===== config.mk =====
export PLATFORM = sky130hd
export DESIGN_NAME = measurement_statistics_engine
export DESIGN_NICKNAME = d
export VERILOG_FILES = /design/src/design/mse_pkg.sv /design/src/design/mse_ram.sv /design/src/design/measurement_statistics_engine.sv
export SDC_FILE = /design/constraint.sdc
export NUM_CORES = 2
export LEC_CHECK = 0
export ABC_CLOCK_PERIOD_IN_PS = 23900
export BUFFER_PORTS_ARGS = -buffer_cell sky130_fd_sc_hd__buf_2
export CAP_MARGIN = 10
export CORE_MARGIN = 2
export CORE_UTILIZATION = 45
export CTS_CLUSTER_DIAMETER = 80
export DETAILED_ROUTE_END_ITERATION = 8
export SYNTH_ARGS = -nofsm -noshare
export SYNTH_HDL_FRONTEND = slang
export SYNTH_HIERARCHICAL = 1
export SYNTH_SLANG_ARGS = --single-unit

===== constraint.sdc =====
create_clock -name clk -period 23.9 [get_ports clk]
set_clock_uncertainty 0.1 [all_clocks]
set_input_delay 3.585 -clock clk [delete_from_list [all_inputs] [get_ports clk]]
set_output_delay 3.585 -clock clk [all_outputs]
set_load 0.05 [all_outputs]

===== src/design/mse_pkg.sv =====
// mse_pkg: shared types and constants for the measurement statistics engine.
// Used by measurement_statistics_engine and mse_checker.
package mse_pkg;

  localparam int MAX_ENTRIES = 16;
  localparam int IDX_W       = $clog2(MAX_ENTRIES);
  localparam int CNT_W       = 5;
  localparam int VAL_W       = 16;
  // sum of MAX_ENTRIES signed values
  localparam int SUM_W       = VAL_W + IDX_W + 1;
  // sum of MAX_ENTRIES squared deviations (each below 2^32)
  localparam int SQ_W        = 2 * VAL_W + IDX_W + 1;

  localparam logic [1:0] REQ_WR_TEMP  = 2'd0;
  localparam logic [1:0] REQ_WR_HUMID = 2'd1;
  localparam logic [1:0] REQ_QUERY    = 2'd2;

  typedef struct packed {
    logic [1:0]              req_type;
    logic [IDX_W-1:0]        entry_index;
    logic signed [VAL_W-1:0] new_value;
  } in_word_t;

  typedef struct packed {
    logic                    status;
    logic signed [VAL_W-1:0] humidity_max;
    logic [IDX_W-1:0]        humidity_max_index;
    logic signed [VAL_W-1:0] humidity_min;
    logic [IDX_W-1:0]        humidity_min_index;
    logic signed [VAL_W-1:0] temperature_mean;
    logic signed [VAL_W-1:0] humidity_mean;
    logic [VAL_W-1:0]        humidity_std_dev;
  } out_word_t;

endpackage


===== src/design/mse_ram.sv =====
// mse_ram: generic single-write, single-read RAM with registered read data.
// No dependencies.
module mse_ram #(
  parameter int WIDTH = 16,
  parameter int DEPTH = 16
) (
  input  logic                     clk,
  input  logic                     we,
  input  logic [$clog2(DEPTH)-1:0] waddr,
  input  logic [WIDTH-1:0]         wdata,
  input  logic [$clog2(DEPTH)-1:0] raddr,
  output logic [WIDTH-1:0]         rdata
);

  logic [WIDTH-1:0] mem [DEPTH];

  always_ff @(posedge clk) begin
    if (we) begin
      mem[waddr] <= wdata;
    end
    rdata <= mem[raddr];
  end

endmodule


===== src/design/measurement_statistics_engine.sv =====
// measurement_statistics_engine: temperature and humidity tables with statistics.
// Depends on mse_pkg and mse_ram.
//
// Usage:
//   in channel (in_valid/in_ready/in_data) carries one request word: write
//   temperature, write humidity, or query. out channel (out_valid/out_ready/
//   out_data) returns exactly one result word per request, in order.
//   cfg_wr_en/cfg_wr_data set entry_count (write only while idle).
// Sequencing:
//   A write result is registered in the sequencer, then in the output register.
//   A query for n active entries makes two table passes of n reads each
//   through the RAM read port, two 20-step mean divisions and one 37-step
//   variance division on a shared restoring divider, then a 16-step square
//   root.
//   One request is worked at a time; in_ready is high only when the sequencer
//   is idle, and the next request is taken while a result still waits.
// Reset: both tables read as zero (per-entry valid bits cleared), entry_count
//   returns to 1, the output register empties.
// Stall: if out_ready is low, the finished result waits in the output register
//   and the next finished result waits in the sequencer until it drains.
module measurement_statistics_engine import mse_pkg::*; (
  input  logic             clk,
  input  logic             rst,
  input  logic             cfg_wr_en,
  input  logic [CNT_W-1:0] cfg_wr_data,
  input  logic             in_valid,
  output logic             in_ready,
  input  in_word_t         in_data,
  output logic             out_valid,
  input  logic             out_ready,
  output out_word_t        out_data
);

  localparam int DIV_W    = SQ_W;
  localparam int DCNT_W   = $clog2(DIV_W + 1);
  localparam int ROOT_W   = VAL_W;
  localparam int RAD_W    = 2 * ROOT_W;
  localparam int REM_W    = ROOT_W + 2;
  localparam int RCNT_W   = $clog2(ROOT_W + 1);

  localparam logic [2:0] S_IDLE = 3'd0;
  localparam logic [2:0] S_P1   = 3'd1;
  localparam logic [2:0] S_DIVT = 3'd2;
  localparam logic [2:0] S_DIVH = 3'd3;
  localparam logic [2:0] S_P2   = 3'd4;
  localparam logic [2:0] S_DIVV = 3'd5;
  localparam logic [2:0] S_SQRT = 3'd6;
  localparam logic [2:0] S_DONE = 3'd7;

  logic [2:0]              state;
  logic [CNT_W-1:0]        entry_count;
  logic [MAX_ENTRIES-1:0]  t_valid, h_valid;
  logic [CNT_W-1:0]        ai;
  logic                    p_vld, m_vld;
  logic [IDX_W-1:0]        p_idx;
  logic                    vt_q, vh_q;
  logic [VAL_W-1:0]        t_rd, h_rd;
  logic signed [SUM_W-1:0] sum_t, sum_h;
  logic [SQ_W-1:0]         sq;
  logic [2*VAL_W-1:0]      prod;
  out_word_t               res;
  logic [DIV_W-1:0]        dv_q;
  logic [CNT_W-1:0]        dv_r;
  logic [DCNT_W-1:0]       dv_cnt;
  logic [RAD_W-1:0]        sx;
  logic [REM_W-1:0]        sr_rem;
  logic [ROOT_W-1:0]       sr_root;
  logic [RCNT_W-1:0]       sr_cnt;

  // active count clamped to 1..MAX_ENTRIES
  logic [CNT_W-1:0] n;
  always_comb begin
    if (entry_count == '0) begin
      n = CNT_W'(1);
    end else if (entry_count > CNT_W'(MAX_ENTRIES)) begin
      n = CNT_W'(MAX_ENTRIES);
    end else begin
      n = entry_count;
    end
  end

  logic accept, idx_ok, we_t, we_h;
  assign in_ready = (state == S_IDLE);
  assign accept   = in_valid && in_ready;
  assign idx_ok   = {1'b0, in_data.entry_index} < n;
  assign we_t     = accept && in_data.req_type == REQ_WR_TEMP && idx_ok;
  assign we_h     = accept && in_data.req_type == REQ_WR_HUMID && idx_ok;

  mse_ram #(.WIDTH(VAL_W), .DEPTH(MAX_ENTRIES)) u_temp_ram (
    .clk   (clk),
    .we    (we_t),
    .waddr (in_data.entry_index),
    .wdata (in_data.new_value),
    .raddr (ai[IDX_W-1:0]),
    .rdata (t_rd)
  );

  mse_ram #(.WIDTH(VAL_W), .DEPTH(MAX_ENTRIES)) u_humid_ram (
    .clk   (clk),
    .we    (we_h),
    .waddr (in_data.entry_index),
    .wdata (in_data.new_value),
    .raddr (ai[IDX_W-1:0]),
    .rdata (h_rd)
  );

  // entries never written read as zero
  logic signed [VAL_W-1:0] t_cur, h_cur;
  assign t_cur = vt_q ? t_rd : '0;
  assign h_cur = vh_q ? h_rd : '0;

  logic signed [VAL_W:0]     dev;
  logic signed [2*VAL_W+1:0] dev_sq;
  assign dev    = {h_cur[VAL_W-1], h_cur} - {res.humidity_mean[VAL_W-1], res.humidity_mean};
  assign dev_sq = dev * dev;

  logic [SUM_W-1:0] abs_t, abs_h;
  assign abs_t = sum_t[SUM_W-1] ? SUM_W'(-sum_t) : sum_t;
  assign abs_h = sum_h[SUM_W-1] ? SUM_W'(-sum_h) : sum_h;

  // restoring divide step, divisor n
  logic [CNT_W:0] dv_t, dv_s;
  logic           dv_ge;
  assign dv_t  = {dv_r, dv_q[DIV_W-1]};
  assign dv_ge = dv_t >= {1'b0, n};
  assign dv_s  = dv_ge ? (dv_t - {1'b0, n}) : dv_t;

  // square root step, two radicand bits per cycle
  logic [REM_W+1:0] sr_t, sr_trial;
  logic             sr_ge;
  assign sr_t     = {sr_rem, sx[RAD_W-1 -: 2]};
  assign sr_trial = {2'b00, sr_root, 2'b01};
  assign sr_ge    = sr_t >= sr_trial;

  logic [VAL_W-1:0] q_lo;
  assign q_lo = dv_q[VAL_W-1:0];

  always_ff @(posedge clk) begin
    if (rst) begin
      state       <= S_IDLE;
      out_valid   <= 1'b0;
      entry_count <= CNT_W'(1);
      t_valid     <= '0;
      h_valid     <= '0;
      ai          <= '0;
      p_vld       <= 1'b0;
      m_vld       <= 1'b0;
    end else begin
      if (cfg_wr_en) begin
        entry_count <= cfg_wr_data;
      end
      if (out_valid && out_ready) begin
        out_valid <= 1'b0;
      end
      if (we_t) t_valid[in_data.entry_index] <= 1'b1;
      if (we_h) h_valid[in_data.entry_index] <= 1'b1;
      p_vld <= 1'b0;
      m_vld <= 1'b0;
      vt_q  <= t_valid[ai[IDX_W-1:0]];
      vh_q  <= h_valid[ai[IDX_W-1:0]];

      case (state)
        S_IDLE: begin
          if (accept) begin
            sum_t <= '0;
            sum_h <= '0;
            sq    <= '0;
            ai    <= '0;
            if (in_data.req_type == REQ_QUERY) begin
              res   <= '0;
              state <= S_P1;
            end else begin
              res   <= '{status: !(in_data.req_type inside {REQ_WR_TEMP, REQ_WR_HUMID})
                                 || !idx_ok,
                         default: '0};
              state <= S_DONE;
            end
          end
        end
        S_P1: begin
          if (ai < n) begin
            ai    <= ai + CNT_W'(1);
            p_vld <= 1'b1;
            p_idx <= ai[IDX_W-1:0];
          end
          if (p_vld) begin
            sum_t <= sum_t + SUM_W'(t_cur);
            sum_h <= sum_h + SUM_W'(h_cur);
            if (p_idx == '0) begin
              res.humidity_max       <= h_cur;
              res.humidity_min       <= h_cur;
              res.humidity_max_index <= '0;
              res.humidity_min_index <= '0;
            end else begin
              if (h_cur > res.humidity_max) begin
                res.humidity_max       <= h_cur;
                res.humidity_max_index <= p_idx;
              end
              if (h_cur < res.humidity_min) begin
                res.humidity_min       <= h_cur;
                res.humidity_min_index <= p_idx;
              end
            end
          end
          if (ai == n && !p_vld) begin
            dv_q   <= {abs_t[SUM_W-2:0], {(DIV_W-SUM_W+1){1'b0}}};
            dv_r   <= '0;
            dv_cnt <= DCNT_W'(SUM_W - 1);
            state  <= S_DIVT;
          end
        end
        S_DIVT: begin
          if (dv_cnt != '0) begin
            dv_q   <= {dv_q[DIV_W-2:0], dv_ge};
            dv_r   <= dv_s[CNT_W-1:0];
            dv_cnt <= dv_cnt - DCNT_W'(1);
          end else begin
            res.temperature_mean <= sum_t[SUM_W-1] ? (~q_lo) + VAL_W'(1) : q_lo;
            dv_q   <= {abs_h[SUM_W-2:0], {(DIV_W-SUM_W+1){1'b0}}};
            dv_r   <= '0;
            dv_cnt <= DCNT_W'(SUM_W - 1);
            state  <= S_DIVH;
          end
        end
        S_DIVH: begin
          if (dv_cnt != '0) begin
            dv_q   <= {dv_q[DIV_W-2:0], dv_ge};
            dv_r   <= dv_s[CNT_W-1:0];
            dv_cnt <= dv_cnt - DCNT_W'(1);
          end else begin
            res.humidity_mean <= sum_h[SUM_W-1] ? (~q_lo) + VAL_W'(1) : q_lo;
            ai    <= '0;
            state <= S_P2;
          end
        end
        S_P2: begin
          if (ai < n) begin
            ai    <= ai + CNT_W'(1);
            p_vld <= 1'b1;
          end
          if (p_vld) begin
            prod  <= dev_sq[2*VAL_W-1:0];
            m_vld <= 1'b1;
          end
          if (m_vld) begin
            sq <= sq + SQ_W'(prod);
          end
          if (ai == n && !p_vld && !m_vld) begin
            dv_q   <= sq;
            dv_r   <= '0;
            dv_cnt <= DCNT_W'(DIV_W);
            state  <= S_DIVV;
          end
        end
        S_DIVV: begin
          if (dv_cnt != '0) begin
            dv_q   <= {dv_q[DIV_W-2:0], dv_ge};
            dv_r   <= dv_s[CNT_W-1:0];
            dv_cnt <= dv_cnt - DCNT_W'(1);
          end else begin
            // variance is below 2^32
            sx      <= dv_q[RAD_W-1:0];
            sr_rem  <= '0;
            sr_root <= '0;
            sr_cnt  <= RCNT_W'(ROOT_W);
            state   <= S_SQRT;
          end
        end
        S_SQRT: begin
          if (sr_cnt != '0) begin
            sr_rem  <= sr_ge ? REM_W'(sr_t - sr_trial) : REM_W'(sr_t);
            sr_root <= {sr_root[ROOT_W-2:0], sr_ge};
            sx      <= {sx[RAD_W-3:0], 2'b00};
            sr_cnt  <= sr_cnt - RCNT_W'(1);
          end else begin
            res.humidity_std_dev <= sr_root;
            state                <= S_DONE;
          end
        end
        S_DONE: begin
          if (!out_valid || out_ready) begin
            out_data  <= res;
            out_valid <= 1'b1;
            state     <= S_IDLE;
          end
        end
        default: state <= S_IDLE;
      endcase
    end
  end

endmodule


==> results.py <==
metrics = {
    "setup_path": {
        "worstPathRequired_ps": 24220,
        "critPathSlowestCell": "xnor2_1",
        "crit_arrival_ps": 10330,
        "crit_path_end_kind": "flip-flop",
        "setup.worst_path.start": "vh_q",
        "critPathMaxStageDelay_ps": 760,
        "path_common_cell": "fa_1",
        "crit_fanout": 11,
        "path_delay_family": "adder cells",
        "worstSetupPathType": "reg2reg",
        "startpoint_type": "flip-flop",
        "path_buf_inv": 5,
        "timing.rr.start": "vh_q",
    },
    "synth": {
        "synth_edf_count": 925,
        "synth-seq-cells": 1005,
        "synthCells": 3990,
        "ys.flop_type": "edfxtp_1",
        "yosysTopAreaCell": "edfxtp_1",
        "synthArstFlopShare": 0,
        "synth_cell_types": 79,
        "synth_area_leaders": "edfxtp_1 52%, fa_1 9.8%, ha_1 5.2%",
        "synth_most_common_cell": "edfxtp_1",
        "syn_nets": 4507,
        "synth_area_mm2": 0.0536,
        "ys_warn_count": 6,
        "seq_area_frac_synth": 0.548,
        "syn_avg_cell_area_um2": 13.4,
        "synth_common_cells": "925 x edfxtp_1, 433 x inv_1, 345 x nor2_1",
        "synth_top_area_frac": 0.518,
    },
    "hold_path": {
        "hp-class": "reg2reg",
        "hold_start": "res[71]",
    },
    "cts": {
        "cts_inserted_buffers": 106,
        "root_buffer": "clkbuf_16",
        "insertion_delay_ps": 700,
        "post-cts-setup-buffers": 0,
        "cts_resized": 0,
        "cts-htree-levels": 3,
        "cts_tree": "built",
        "ctsHoldBuffers": 0,
        "clock-sinks": 1005,
        "clkSlewWorstSetupHoldPaths_ps": 60,
        "clockBufferDepth": 3,
    },
    "timing": {
        "hold_viol": 0,
        "max_slew.worst_pin.slew_ps": 1020,
        "max_freq_ghz": 0.0999,
        "drv_slew": 0,
        "relSlewSlack": 0.317,
        "final.setup.tns_ps": 0,
        "finalCritPeriodShare": 0.419,
        "setup_viol": 0,
        "grt_setup_unrepaired": "no",
        "fin_crit_ps": 10010,
    },
    "routing": {
        "wl_per_cell_um": 21.8,
        "drt-pass1-iter-count": 8,
        "vias": 31800,
        "drt-vias-per-instance": 5.49,
        "wirelength_mm": 126,
        "dr_wl_met2_mm": 62.1,
        "wl_met3_mm": 6.29,
        "ant_nets": 0,
        "drcViolationCount": 0,
        "routed.top_layer": "met4",
        "met1Wirelength_mm": 54.8,
        "drt_iter0_drc": 2493,
    },
    "global_route": {
        "grt_usage": 0.208,
        "grt_first_pass_wirelength_mm": 193,
        "grt_antenna_before_repair": 1,
        "grt_max_degree": 72,
        "grt_pass1_vias": 32100,
        "grt_overflow": 0,
    },
    "placed_design": {
        "portBuffers": 122,
        "gp_congestion": 0.875,
        "hpwlAfterDp_mm": 87.5,
    },
    "final_layout": {
        "nets": 4676,
        "drive_above_1_share": 0.132,
        "syn_to_final_growth_pct": 11.4,
        "fillers": 10100,
    },
    "floorplanning": {
        "coreArea_mm2": 0.118,
        "fp.dieH_um": 349,
        "core.rowCount": 126,
        "start_util": 0.454,
        "die_w_um": 349,
        "dieArea_mm2": 0.122,
        "num_io_pins": 123,
    },
    "status": {
        "outcome": "complete, no violations",
    },
    "run": {
        "cap_violations": 0,
    },
}
[worst reg2reg max path: cells and delay by family, from the launching register on]
| family | cells | cell delay (ps) |
|---|---|---|
| simple gates | 6 | 910 |
| compound gates | 10 | 2660 |
| flops | 1 | 490 |
| xor+xnor | 2 | 830 |
| buf+inv | 5 | 770 |
| fa+ha+maj | 8 | 3930 |
[metrics by stage]
step | cells | util | worst slack [ps] | hold WS (ps) | cell area (µm²)
floorplan | 3990 | - | 11830 | 300 | 53600
global placement | 5587 | 0.476 | 14190 | 301 | 56200
detailed placement | 5587 | 0.476 | 14010 | 305 | 56200
CTS | 5783 | 0.506 | 13970 | 316 | 59800
global route | 5783 | 0.506 | 13300 | 323 | 59800
finish | 5784 | 0.506 | 13890 | 314 | 59800
[flip-flops by register name (all words and copies together) (netlist names), 4 cells and up]
register,count
ai,5
dv_cnt,6
dv_q,37
dv_r,5
entry_count,5
h_valid,16
out_data,89
p_idx,4
prod,31
res,89
sq,37
sr_cnt,5
sr_rem,18
sr_root,16
sum_h,21
sum_t,21
sx,32
t_valid,16
u_humid_ram/mem,256
u_humid_ram/rdata,16
u_temp_ram/mem,256
u_temp_ram/rdata,16
[final timing paths]
kind / endpoint / slack [ps] / cells past startpoint
worst max-delay path: prod[31] / 13890 / 31
worst min-delay path: out_data[71] / 310 / 0
worst max register to register: prod[31] / 13890 / 31
worst min register to register: out_data[71] / 310 / 0
[cell type report]
class	count	area [µm²]	area share
sequential	1005	29400	0.492
clock inverter	71	756	0.0126
antenna	1	2.50	0.0000419
timing repair buffer	201	1200	0.0201
multi-input combinational	2407	22100	0.370
tap	1536	1920	0.0322
clock buffer	125	2760	0.0462
inverter	438	1640	0.0275
[placed cells by master, fill, tap and decap left out, types with 25 or more instances in the layout]
cell,count
xnor2_1,114
inv_1,433
edfxtp_1,925
fa_1,262
and2_1,66
nand3_1,33
mux2_2,32
or3_1,27
nor3_1,46
a22oi_1,67
a21o_1,52
nand2b_1,36
nand2_1,256
o2bb2ai_1,32
nor2_1,343
nor2b_1,33
ha_1,223
a21oi_1,123
o21ai_0,105
buf_2,122
mux4_2,118
clkbuf_16,106
dfxtp_1,78
mux2i_1,25
xor2_1,97
buf_4,79
[per-layer routing]
metal	vias up	track usage
met1	16200	0.283
met4	0	0.0483
met2	713	0.352
li1	14700	-
met3	150	0.0335
met5	-	0
[kinds of logic after synthesis]
kind of cell               Yosys count  share of synthesized area
AOI/OAI and AO/OA                  580                     0.0742
and+or+nand+nor                    932                     0.0797
xor gates and xnor gates           212                     0.0346
muxes                              195                     0.0707
buffers and inverters              578                     0.0425
DFF                               1005                      0.548
adders and majority gates          488                      0.150
Power is not shown: default switching activity piles up to over one toggle a cycle in this logic, so the estimate is an artifact.
